===== src/design/isp_pkg.sv =====
package isp_pkg;

   localparam int COUNTER_WIDTH = 32;

   localparam int BYTE_W      = 8;
   localparam int RAW_W       = 16;
   localparam int FS_W        = 12;
   localparam int AXIS_W      = 28;
   localparam int TOTAL_W     = 32;
   localparam int POS_W       = 4;
   localparam int STATUS_W    = 2;
   localparam int CSR_INDEX_W = 1;
   localparam int CSR_DATA_W  = FS_W;
   localparam int AXIS_BYTES  = 6;
   localparam int AXIS_IDX_W  = $clog2(AXIS_BYTES);
   localparam int PROD_W      = RAW_W + FS_W + 1;

   localparam int QUEUE_DEPTH = 2;
   localparam int QUEUE_PTR_W = $clog2(QUEUE_DEPTH);
   localparam int QUEUE_CNT_W = $clog2(QUEUE_DEPTH + 1);

   localparam logic [BYTE_W-1:0] HDR_BYTE   = 8'h55;
   localparam logic [BYTE_W-1:0] TYPE_RATE  = 8'h52;
   localparam logic [BYTE_W-1:0] TYPE_ANGLE = 8'h53;

   // positions within an 11-byte frame
   localparam logic [POS_W-1:0] POS_AXIS_FIRST = 4'd2;
   localparam logic [POS_W-1:0] POS_AXIS_END   = 4'd8;
   localparam logic [POS_W-1:0] POS_CHECKSUM   = 4'd10;

   localparam logic [FS_W-1:0] ANGLE_FS_RESET = 12'd180;
   localparam logic [FS_W-1:0] RATE_FS_RESET  = 12'd2000;

   typedef enum logic [1:0] {
      PHASE_HUNT = 2'd0,
      PHASE_TYPE = 2'd1,
      PHASE_BODY = 2'd2
   } phase_type;

   typedef enum logic [STATUS_W-1:0] {
      STATUS_ANGLE_OK = 2'd0,
      STATUS_RATE_OK  = 2'd1,
      STATUS_BAD_SUM  = 2'd2
   } status_type;

   typedef enum logic [CSR_INDEX_W-1:0] {
      CSR_ANGLE_FS = 1'b0,
      CSR_RATE_FS  = 1'b1
   } csr_index_type;

   // one finished frame as handed from parser to scaler
   typedef struct packed {
      logic                    sum_ok;
      logic                    is_angle;
      logic signed [RAW_W-1:0] raw_x;
      logic signed [RAW_W-1:0] raw_y;
      logic signed [RAW_W-1:0] raw_z;
   } packet_type;

   typedef struct packed {
      logic full;
      logic empty;
   } queue_status_type;

endpackage


===== src/design/isp_req_if.sv =====
interface isp_req_if
   import isp_pkg::*;
();
   logic              valid;
   logic              ready;
   logic [BYTE_W-1:0] rx_byte;

   modport source (output valid, output rx_byte, input ready);
   modport sink   (input valid, input rx_byte, output ready);
endinterface


===== src/design/isp_rsp_if.sv =====
interface isp_rsp_if
   import isp_pkg::*;
();
   logic                     valid;
   logic                     ready;
   logic [STATUS_W-1:0]      status;
   logic signed [AXIS_W-1:0] axis_x;
   logic signed [AXIS_W-1:0] axis_y;
   logic signed [AXIS_W-1:0] axis_z;
   logic [TOTAL_W-1:0]       good_total;
   logic [TOTAL_W-1:0]       bad_total;
   logic [TOTAL_W-1:0]       angle_total;
   logic [TOTAL_W-1:0]       rate_total;

   modport source (output valid, output status, output axis_x, output axis_y,
                   output axis_z, output good_total, output bad_total,
                   output angle_total, output rate_total, input ready);
   modport sink   (input valid, input status, input axis_x, input axis_y,
                   input axis_z, input good_total, input bad_total,
                   input angle_total, input rate_total, output ready);
endinterface


===== src/design/isp_front.sv =====
module isp_front
   import isp_pkg::*;
(
   input  logic             clock,
   input  logic             reset,
   isp_req_if.sink          req_chan,
   input  queue_status_type q_status,
   output logic             push,
   output packet_type       push_data
);

   phase_type              phase_ff, phase_in;
   logic [POS_W-1:0]       pos_ff, pos_in;
   logic [BYTE_W-1:0]      sum_ff, sum_in;
   logic                   angle_ff, angle_in;
   logic [BYTE_W-1:0]      axis_ff [AXIS_BYTES];
   logic                   axis_wr;
   logic [AXIS_IDX_W-1:0]  axis_idx;
   logic [POS_W-1:0]       axis_off;
   logic                   take;
   logic [BYTE_W-1:0]      b;

   assign req_chan.ready = !q_status.full;
   assign take           = req_chan.valid && req_chan.ready;
   assign b              = req_chan.rx_byte;
   assign axis_off       = pos_ff - POS_AXIS_FIRST;
   assign axis_idx       = axis_off[AXIS_IDX_W-1:0];

   always_comb begin
      phase_in = phase_ff;
      pos_in   = pos_ff;
      sum_in   = sum_ff;
      angle_in = angle_ff;
      axis_wr  = 1'b0;
      push     = 1'b0;
      if (take) begin
         unique case (phase_ff)
            PHASE_TYPE: begin
               if (b == TYPE_RATE || b == TYPE_ANGLE) begin
                  angle_in = (b == TYPE_ANGLE);
                  sum_in   = sum_ff + b;
                  pos_in   = POS_AXIS_FIRST;
                  phase_in = PHASE_BODY;
               end else begin
                  // wrong type: back to the hunt, this byte is not checked as a header
                  phase_in = PHASE_HUNT;
                  pos_in   = '0;
                  sum_in   = '0;
               end
            end
            PHASE_BODY: begin
               if (pos_ff < POS_CHECKSUM) begin
                  axis_wr = (pos_ff >= POS_AXIS_FIRST) && (pos_ff < POS_AXIS_END);
                  sum_in  = sum_ff + b;
                  pos_in  = pos_ff + 1'b1;
               end else begin
                  push     = 1'b1;
                  phase_in = PHASE_HUNT;
                  pos_in   = '0;
                  sum_in   = '0;
                  angle_in = 1'b0;
               end
            end
            default: begin
               if (b == HDR_BYTE) begin
                  sum_in   = b;
                  pos_in   = 4'd1;
                  phase_in = PHASE_TYPE;
               end else begin
                  phase_in = PHASE_HUNT;
                  pos_in   = '0;
                  sum_in   = '0;
               end
            end
         endcase
      end
   end

   always_comb begin
      push_data.sum_ok   = (b == sum_ff);
      push_data.is_angle = angle_ff;
      push_data.raw_x    = {axis_ff[1], axis_ff[0]};
      push_data.raw_y    = {axis_ff[3], axis_ff[2]};
      push_data.raw_z    = {axis_ff[5], axis_ff[4]};
   end

   always_ff @(posedge clock) begin
      if (reset) begin
         phase_ff <= PHASE_HUNT;
         pos_ff   <= '0;
         sum_ff   <= '0;
         angle_ff <= 1'b0;
      end else begin
         phase_ff <= phase_in;
         pos_ff   <= pos_in;
         sum_ff   <= sum_in;
         angle_ff <= angle_in;
      end
   end

   always_ff @(posedge clock) begin
      if (axis_wr) begin
         axis_ff[axis_idx] <= b;
      end
   end

endmodule


===== src/design/isp_queue.sv =====
module isp_queue
   import isp_pkg::*;
(
   input  logic             clock,
   input  logic             reset,
   input  logic             push,
   input  packet_type       push_data,
   input  logic             pop,
   output packet_type       pop_data,
   output queue_status_type q_status
);

   packet_type             mem_ff [QUEUE_DEPTH];
   logic [QUEUE_PTR_W-1:0] wr_ptr_ff, wr_ptr_in;
   logic [QUEUE_PTR_W-1:0] rd_ptr_ff, rd_ptr_in;
   logic [QUEUE_CNT_W-1:0] count_ff, count_in;
   logic                   do_push, do_pop;

   assign q_status.full  = (count_ff == QUEUE_CNT_W'(QUEUE_DEPTH));
   assign q_status.empty = (count_ff == '0);
   assign do_push        = push && !q_status.full;
   assign do_pop         = pop && !q_status.empty;
   assign pop_data       = mem_ff[rd_ptr_ff];

   always_comb begin
      wr_ptr_in = wr_ptr_ff;
      rd_ptr_in = rd_ptr_ff;
      count_in  = count_ff;
      if (do_push) begin
         wr_ptr_in = (wr_ptr_ff == QUEUE_PTR_W'(QUEUE_DEPTH - 1)) ? '0 : wr_ptr_ff + 1'b1;
      end
      if (do_pop) begin
         rd_ptr_in = (rd_ptr_ff == QUEUE_PTR_W'(QUEUE_DEPTH - 1)) ? '0 : rd_ptr_ff + 1'b1;
      end
      if (do_push && !do_pop) begin
         count_in = count_ff + 1'b1;
      end else if (do_pop && !do_push) begin
         count_in = count_ff - 1'b1;
      end
   end

   always_ff @(posedge clock) begin
      if (reset) begin
         wr_ptr_ff <= '0;
         rd_ptr_ff <= '0;
         count_ff  <= '0;
      end else begin
         wr_ptr_ff <= wr_ptr_in;
         rd_ptr_ff <= rd_ptr_in;
         count_ff  <= count_in;
      end
   end

   always_ff @(posedge clock) begin
      if (do_push) begin
         mem_ff[wr_ptr_ff] <= push_data;
      end
   end

endmodule


===== src/design/isp_back.sv =====
module isp_back
   import isp_pkg::*;
(
   input  logic                   clock,
   input  logic                   reset,
   input  logic                   csr_wr_en,
   input  logic [CSR_INDEX_W-1:0] csr_index,
   input  logic [CSR_DATA_W-1:0]  csr_wr_data,
   input  queue_status_type       q_status,
   input  packet_type             pop_data,
   output logic                   pop,
   isp_rsp_if.source              rsp_chan
);

   logic [FS_W-1:0]          angle_fs_ff, rate_fs_ff;
   logic [FS_W-1:0]          fs;
   logic signed [FS_W:0]     fs_s;
   logic signed [PROD_W-1:0] prod_x, prod_y, prod_z;

   logic [COUNTER_WIDTH-1:0] good_ff, good_in;
   logic [COUNTER_WIDTH-1:0] bad_ff, bad_in;
   logic [COUNTER_WIDTH-1:0] angle_ff, angle_in;
   logic [COUNTER_WIDTH-1:0] rate_ff, rate_in;

   logic                     valid_ff;
   status_type               status_ff, status_in;
   logic signed [AXIS_W-1:0] x_ff, y_ff, z_ff, x_in, y_in, z_in;
   logic [TOTAL_W-1:0]       good_tot_ff, bad_tot_ff, angle_tot_ff, rate_tot_ff;

   // take from the queue when the output register is empty or draining
   assign pop = !q_status.empty && (!valid_ff || rsp_chan.ready);

   assign fs     = pop_data.is_angle ? angle_fs_ff : rate_fs_ff;
   assign fs_s   = $signed({1'b0, fs});
   assign prod_x = pop_data.raw_x * fs_s;
   assign prod_y = pop_data.raw_y * fs_s;
   assign prod_z = pop_data.raw_z * fs_s;

   always_comb begin
      good_in  = good_ff;
      bad_in   = bad_ff;
      angle_in = angle_ff;
      rate_in  = rate_ff;
      if (pop_data.sum_ok) begin
         status_in = pop_data.is_angle ? STATUS_ANGLE_OK : STATUS_RATE_OK;
         x_in      = $signed(prod_x[AXIS_W-1:0]);
         y_in      = $signed(prod_y[AXIS_W-1:0]);
         z_in      = $signed(prod_z[AXIS_W-1:0]);
         good_in   = good_ff + 1'b1;
         if (pop_data.is_angle) begin
            angle_in = angle_ff + 1'b1;
         end else begin
            rate_in = rate_ff + 1'b1;
         end
      end else begin
         status_in = STATUS_BAD_SUM;
         x_in      = '0;
         y_in      = '0;
         z_in      = '0;
         bad_in    = bad_ff + 1'b1;
      end
   end

   always_ff @(posedge clock) begin
      if (reset) begin
         angle_fs_ff <= ANGLE_FS_RESET;
         rate_fs_ff  <= RATE_FS_RESET;
      end else if (csr_wr_en) begin
         unique case (csr_index_type'(csr_index))
            CSR_ANGLE_FS: angle_fs_ff <= csr_wr_data;
            CSR_RATE_FS:  rate_fs_ff  <= csr_wr_data;
            default: ;
         endcase
      end
   end

   always_ff @(posedge clock) begin
      if (reset) begin
         valid_ff <= 1'b0;
         good_ff  <= '0;
         bad_ff   <= '0;
         angle_ff <= '0;
         rate_ff  <= '0;
      end else begin
         if (pop) begin
            valid_ff <= 1'b1;
            good_ff  <= good_in;
            bad_ff   <= bad_in;
            angle_ff <= angle_in;
            rate_ff  <= rate_in;
         end else if (rsp_chan.ready) begin
            valid_ff <= 1'b0;
         end
      end
   end

   always_ff @(posedge clock) begin
      if (pop) begin
         status_ff    <= status_in;
         x_ff         <= x_in;
         y_ff         <= y_in;
         z_ff         <= z_in;
         good_tot_ff  <= TOTAL_W'(good_in);
         bad_tot_ff   <= TOTAL_W'(bad_in);
         angle_tot_ff <= TOTAL_W'(angle_in);
         rate_tot_ff  <= TOTAL_W'(rate_in);
      end
   end

   assign rsp_chan.valid       = valid_ff;
   assign rsp_chan.status      = status_ff;
   assign rsp_chan.axis_x      = x_ff;
   assign rsp_chan.axis_y      = y_ff;
   assign rsp_chan.axis_z      = z_ff;
   assign rsp_chan.good_total  = good_tot_ff;
   assign rsp_chan.bad_total   = bad_tot_ff;
   assign rsp_chan.angle_total = angle_tot_ff;
   assign rsp_chan.rate_total  = rate_tot_ff;

endmodule


===== src/design/imu_serial_packet_parser_unit.sv =====
// channel    dir  handshake      word carries
// ---------  ---  -------------  -----------------------------------------------
// req_chan   in   valid/ready    rx_byte: one serial byte
// rsp_chan   out  valid/ready    status, axis_x/y/z, good/bad/angle/rate totals
// csr_*      in   write enable   csr_index selects angle or rate full scale
//
// One byte is taken every cycle; the parser front end finishes each byte in
// the cycle it is taken, so ready drops only while the two-entry frame queue
// is full. Taking the checksum byte writes the frame into the queue; the
// scaling multipliers then feed the output register once it is empty or
// draining, and the result is valid from that register.
// Reset clears parser state, queue pointers, counters and the output valid;
// full-scale registers return to 180 and 2000.
// A stalled rsp_chan holds its word; the queue absorbs up to two more frames.
module imu_serial_packet_parser_unit
   import isp_pkg::*;
(
   input  logic                   clock,
   input  logic                   reset,
   isp_req_if.sink                req_chan,
   isp_rsp_if.source              rsp_chan,
   input  logic                   csr_wr_en,
   input  logic [CSR_INDEX_W-1:0] csr_index,
   input  logic [CSR_DATA_W-1:0]  csr_wr_data
);

   // frame descriptor from parser to scaler
   packet_type       push_data;
   packet_type       pop_data;
   logic             push;
   logic             pop;
   queue_status_type q_status;

   // front end: hunt for header, check type, run checksum, collect axis bytes
   isp_front u_front (
      .clock     (clock),
      .reset     (reset),
      .req_chan  (req_chan),
      .q_status  (q_status),
      .push      (push),
      .push_data (push_data)
   );

   // decouple the parser from output backpressure
   isp_queue u_queue (
      .clock     (clock),
      .reset     (reset),
      .push      (push),
      .push_data (push_data),
      .pop       (pop),
      .pop_data  (pop_data),
      .q_status  (q_status)
   );

   // back end: scale axes by full scale, advance counters, hold result word
   isp_back u_back (
      .clock       (clock),
      .reset       (reset),
      .csr_wr_en   (csr_wr_en),
      .csr_index   (csr_index),
      .csr_wr_data (csr_wr_data),
      .q_status    (q_status),
      .pop_data    (pop_data),
      .pop         (pop),
      .rsp_chan    (rsp_chan)
   );

endmodule


===== src/flat_wrapper.sv =====
// flat-port wrapper written by rule: the top's interface ports become plain ports
module imu_serial_packet_parser_unit_flat import isp_pkg::*;
  (clock, reset, csr_wr_en, csr_index, csr_wr_data, req_chan_valid, req_chan_rx_byte, req_chan_ready, rsp_chan_valid, rsp_chan_status, rsp_chan_axis_x, rsp_chan_axis_y, rsp_chan_axis_z, rsp_chan_good_total, rsp_chan_bad_total, rsp_chan_angle_total, rsp_chan_rate_total, rsp_chan_ready);
  isp_req_if req_chan_i ();
  isp_rsp_if rsp_chan_i ();
  input  logic clock;
  input  logic reset;
  input  logic csr_wr_en;
  input  logic [CSR_INDEX_W-1:0] csr_index;
  input  logic [CSR_DATA_W-1:0] csr_wr_data;
  input wire logic [$bits(req_chan_i.valid)-1:0] req_chan_valid;
  input wire logic [$bits(req_chan_i.rx_byte)-1:0] req_chan_rx_byte;
  output wire logic [$bits(req_chan_i.ready)-1:0] req_chan_ready;
  output wire logic [$bits(rsp_chan_i.valid)-1:0] rsp_chan_valid;
  output wire logic [$bits(rsp_chan_i.status)-1:0] rsp_chan_status;
  output wire logic [$bits(rsp_chan_i.axis_x)-1:0] rsp_chan_axis_x;
  output wire logic [$bits(rsp_chan_i.axis_y)-1:0] rsp_chan_axis_y;
  output wire logic [$bits(rsp_chan_i.axis_z)-1:0] rsp_chan_axis_z;
  output wire logic [$bits(rsp_chan_i.good_total)-1:0] rsp_chan_good_total;
  output wire logic [$bits(rsp_chan_i.bad_total)-1:0] rsp_chan_bad_total;
  output wire logic [$bits(rsp_chan_i.angle_total)-1:0] rsp_chan_angle_total;
  output wire logic [$bits(rsp_chan_i.rate_total)-1:0] rsp_chan_rate_total;
  input wire logic [$bits(rsp_chan_i.ready)-1:0] rsp_chan_ready;
  assign req_chan_i.valid = req_chan_valid;
  assign req_chan_i.rx_byte = req_chan_rx_byte;
  assign req_chan_ready = req_chan_i.ready;
  assign rsp_chan_valid = rsp_chan_i.valid;
  assign rsp_chan_status = rsp_chan_i.status;
  assign rsp_chan_axis_x = rsp_chan_i.axis_x;
  assign rsp_chan_axis_y = rsp_chan_i.axis_y;
  assign rsp_chan_axis_z = rsp_chan_i.axis_z;
  assign rsp_chan_good_total = rsp_chan_i.good_total;
  assign rsp_chan_bad_total = rsp_chan_i.bad_total;
  assign rsp_chan_angle_total = rsp_chan_i.angle_total;
  assign rsp_chan_rate_total = rsp_chan_i.rate_total;
  assign rsp_chan_i.ready = rsp_chan_ready;
  imu_serial_packet_parser_unit u_core (.clock(clock), .reset(reset), .req_chan(req_chan_i), .rsp_chan(rsp_chan_i), .csr_wr_en(csr_wr_en), .csr_index(csr_index), .csr_wr_data(csr_wr_data));
endmodule

===== config.mk =====
export PLATFORM = sky130hd
export DESIGN_NAME = imu_serial_packet_parser_unit_flat
export DESIGN_NICKNAME = d
export VERILOG_FILES = /design/src/design/isp_pkg.sv /design/src/design/isp_req_if.sv /design/src/design/isp_rsp_if.sv /design/src/design/isp_front.sv /design/src/design/isp_queue.sv /design/src/design/isp_back.sv /design/src/design/imu_serial_packet_parser_unit.sv /design/src/flat_wrapper.sv
export SDC_FILE = /design/constraint.sdc
export NUM_CORES = 2
export LEC_CHECK = 0
export ABC_CLOCK_PERIOD_IN_PS = 15200
export BUFFER_PORTS_ARGS = -buffer_cell sky130_fd_sc_hd__buf_2
export CORE_MARGIN = 2
export CORE_UTILIZATION = 45
export CTS_CLUSTER_SIZE = 8
export DETAILED_ROUTE_END_ITERATION = 8
export PLACE_DENSITY_LB_ADDON = 0.12
export SYNTH_ARGS = -nofsm -noshare
export SYNTH_HDL_FRONTEND = slang
export SYNTH_SLANG_ARGS = --single-unit

===== constraint.sdc =====
create_clock -name clock -period 15.2 [get_ports clock]
set_input_delay 2.28 -clock clock [delete_from_list [all_inputs] [get_ports clock]]
set_output_delay 2.28 -clock clock [all_outputs]
set_load 0.02 [all_outputs]

==> results_dict.tcl <==
set metrics [dict create \
    status "finished, final reports clean" \
    row_count 113 \
    p_per_area_mw_per_mm2 117 \
    dp_hpwl_mm 76.0 \
    drtAntennaViolNets 0 \
    ctsHoldBuffers 0 \
    clock_path_buffers 3 \
    drive_above_1_share_pct 9.93 \
    worst_slack_ns 7.17 \
    min_period_over_period_pct 52.8 \
    fillCellCount 8857 \
    cts_num_sinks 535 \
    setup_violations 0 \
    wl_per_cell_um 17.5 \
    min_to "u_core.u_queue.mem_ff[1][12]" \
    synth.area.mux_share_pct 3.01 \
    drtIter0Drc 1714 \
    cp-start-kind "flip-flop" \
    worstPathCellList "mux2i_4 > buf_4 > mux2i_2 > buf_4 > nor2_1 > fa_1 > inv_1 > fa_1 > inv_1 > fa_1 > fa_1 > inv_1 > fa_1 > inv_1 > ha_1 > a211o_1 > o31ai_1 > o21ai_0 > a211oi_1 > xnor2_1 > nor2_1" \
    synthArstFlopShare_pct 0 \
    synthFlopType "edfxtp_1" \
    die_h_um 313 \
    grt-ovfl-total 0 \
    cp_common_cell "fa_1" \
    fin_crit_ns 8.03 \
    fp.dieW_um 313 \
    min_path_cells 0 \
    grt_max_degree 115 \
    cts_tree "done" \
    preCtsSetupSlack_ns 7.23 \
    cp_top_family "adder cells" \
    drv_slew 0 \
    synth_top_family_by_area "adder cells" \
    fin_area_mm2 0.0478 \
    crit_arrival_ns 8.38 \
    yosysSeqAreaShare_pct 33.3 \
    power.leakage_nw 21.7 \
    grt_pass1_wl_mm 164 \
    synth_compound_area_share_pct 4.15 \
    fin_nets 5295 \
    reg2regPathDepth 21 \
    yosys_warnings 0 \
    drc_errors 0 \
    start_util_pct 45.4 \
    syn_area_mm2 0.0430 \
    h-tree-depth 3 \
    vias_per_cell 5.07 \
    vias 29700 \
    maxSlewHeadroom_pct 23.0 \
    rsz0062_at_grt "no" \
    wirelength_mm 103 \
    crit_path_max_incr_delay_ns 0.82 \
    io_pins 242 \
    cts_made_buffers 78 \
    grt_pass1_vias 30300 \
    tightest_slew_ns 1.13 \
    synth-simple-area-share_pct 14.7 \
    synth_nets 5088 \
    finalPower_w 0.00557 \
    r2r_slack_ns 7.17 \
    final-hold-violation-count 0 \
    hp-start "u_core.u_front.axis_ff[5][4]" \
    core-area_mm2 0.0949 \
    crit_required_ns 15.55 \
    synth_edf_count 362 \
    drtPass1Iterations 5 \
    clk_latency_ns 0.63 \
    syn_to_final_growth_pct 11.2 \
    cp_num_buf_inv 6 \
    die_area_mm2 0.0981 \
    post_cts_resized 0 \
    finalSetupTns_ns 0 \
    max_freq_mhz 125 \
    synth.distinct_cells 76 \
    place.port_buffers 241 \
    synth-xor-area-share_pct 6.11 \
    maxCapViolCount 0 \
    root_buffer "clkbuf_16" \
    reg2reg_to "u_core.u_back.rsp_chan.axis_x[27]" \
    hp-class "flip-flop to flip-flop" \
    cp.depth 21 \
    dpl_cell_area_mm2 0.0456 \
    slowest_stage "o31ai_1" \
    post_synth.cell_area_avg_um2 9.94 \
    synthAdderAreaFrac_pct 30.5 \
    place.gp.congestion 0.832 \
    antenna_found_initial 16 \
    clk_pin_slew_ns 0.06 \
    syn_inst 4329 \
    fin_skew_ns 0.0207 \
    peakVddDrop_uv 77.9 \
    track_usage_pct 21.3 \
    crit_fanout 41 \
    synth-seq-cells 535 \
    critPathKind "flip-flop to flip-flop" \
    cts_setup_buffers 0 \
    crit_path_end_kind "flip-flop" \
]
==> how the worst max path moves through the flow <==
stage | to | start | slack, ns
2_1_floorplan | u_core.u_back.good_ff[27] | rsp_chan_ready | 5.41
3_3_place_gp | u_core.u_back.rsp_chan.axis_x[27] | flip-flop | 7.36
3_5_place_dp | u_core.u_back.rsp_chan.axis_x[27] | flip-flop | 7.23
4_1_cts | u_core.u_back.rsp_chan.axis_x[27] | flip-flop | 7.20
5_1_grt | u_core.u_back.rsp_chan.axis_x[27] | flip-flop | 6.79
6_report | u_core.u_back.rsp_chan.axis_x[27] | flip-flop | 7.17
==> where the power goes <==
| part | internal (W) | switching, W | total, W |
|---|---|---|---|
| Combinational | 0.000960 | 0.00133 | 0.00229 |
| Sequential | 0.00166 | 0.00000361 | 0.00166 |
| Clock | 0.000972 | 0.000649 | 0.00162 |
| Total | 0.00359 | 0.00198 | 0.00557 |
==> cell usage in the layout, fill, tap and decap left out, types with 4 or more instances in the layout <==
master and count:
inv_1 776, nor2_1 571, fa_1 526, nand2_1 466, edfxtp_1 362, buf_2 240, ha_1 207, dfxtp_1 172
xnor2_1 154, xor2_1 146, a21oi_1 113, clkbuf_16 79, nand3_1 77, o21ai_0 64, mux2_2 56, mux2i_1 56
nor3_1 54, clkbuf_1 47, nand4_1 44, or3_1 34, buf_4 34, and3_1 32, and2_1 28, a21o_1 20
o21a_1 20, nand2b_1 19, and4_1 16, nand3b_1 16, nor2b_1 15, a211oi_1 14, nor4_1 11, o211ai_1 9
a31oi_1 9, mux2i_4 6, or2_2 6, nor3b_1 5, o31ai_1 5, o21bai_1 4, a211o_1 4
==> logic make-up after synthesis <==
kind of cell,after synthesis
xor+xnor,300
compound gates,292
fa+ha+maj,733
mux,122
simple gates,1421
flops,535
buf+inv,926
==> state kept, by name (all words and copies together), names as in the netlist, 4 cells and up, named ones only <==
register,cells
u_core.u_front.pos_ff,4
u_core.u_back.rsp_chan.axis_z,28
u_core.u_back.rsp_chan.axis_y,28
u_core.u_back.rsp_chan.good_total,32
u_core.u_back.angle_fs_ff,12
u_core.u_back.bad_ff,32
u_core.u_queue.mem_ff,100
u_core.u_back.good_ff,32
u_core.u_back.rsp_chan.axis_x,28
u_core.u_front.sum_ff,8
u_core.u_back.rate_ff,32
u_core.u_back.rsp_chan.rate_total,32
u_core.u_back.rsp_chan.angle_total,32
u_core.u_back.rate_fs_ff,12
u_core.u_back.rsp_chan.bad_total,32
u_core.u_back.angle_ff,32
u_core.u_front.axis_ff,48
==> metrics by stage <==
step	hold WS, ns	std cells	utilization [%]
2_1_floorplan	0.421	4329	-
3_3_place_gp	0.422	5721	48.0
3_5_place_dp	0.430	5721	48.0
4_1_cts	0.427	5855	50.4
5_1_grt	0.448	5855	50.4
6_report	0.427	5857	50.4
==> per-layer routing <==
metal	vias up	track usage, %	part of all wire [%]
li1	14100	-	-
met3	162	4.62	6.8
met1	14600	28.4	44
met4	18	6.12	2.4
met5	-	0	0.11
met2	756	35.1	47
==> synthesized netlist by cell type (all sizes together), types with 79 or more instances <==
master	instances	area (um2)
inv	778	2920
nor2	573	2150
fa	526	10500
nand2	466	1750
edfxtp	362	10900
ha	207	2590
dfxtp	173	3460
xnor2	154	1350
xor2	146	1280
clkbuf	117	449
a21oi	113	566
nand3	79	413
==> final cells by class <==
class | count | area, um2 | area share (%)
tap | 1265 | 1580 | 3.31
multi-input combinational | 2868 | 25300 | 52.8
antenna | 2 | 5.00 | 0.0105
timing repair buffer | 275 | 1470 | 3.07
sequential | 535 | 14300 | 30.0
clock inverter | 6 | 73.8 | 0.154
clock buffer | 128 | 2180 | 4.56
inverter | 778 | 2930 | 6.12
No activity file was read; power rests on OpenSTA's default activity.
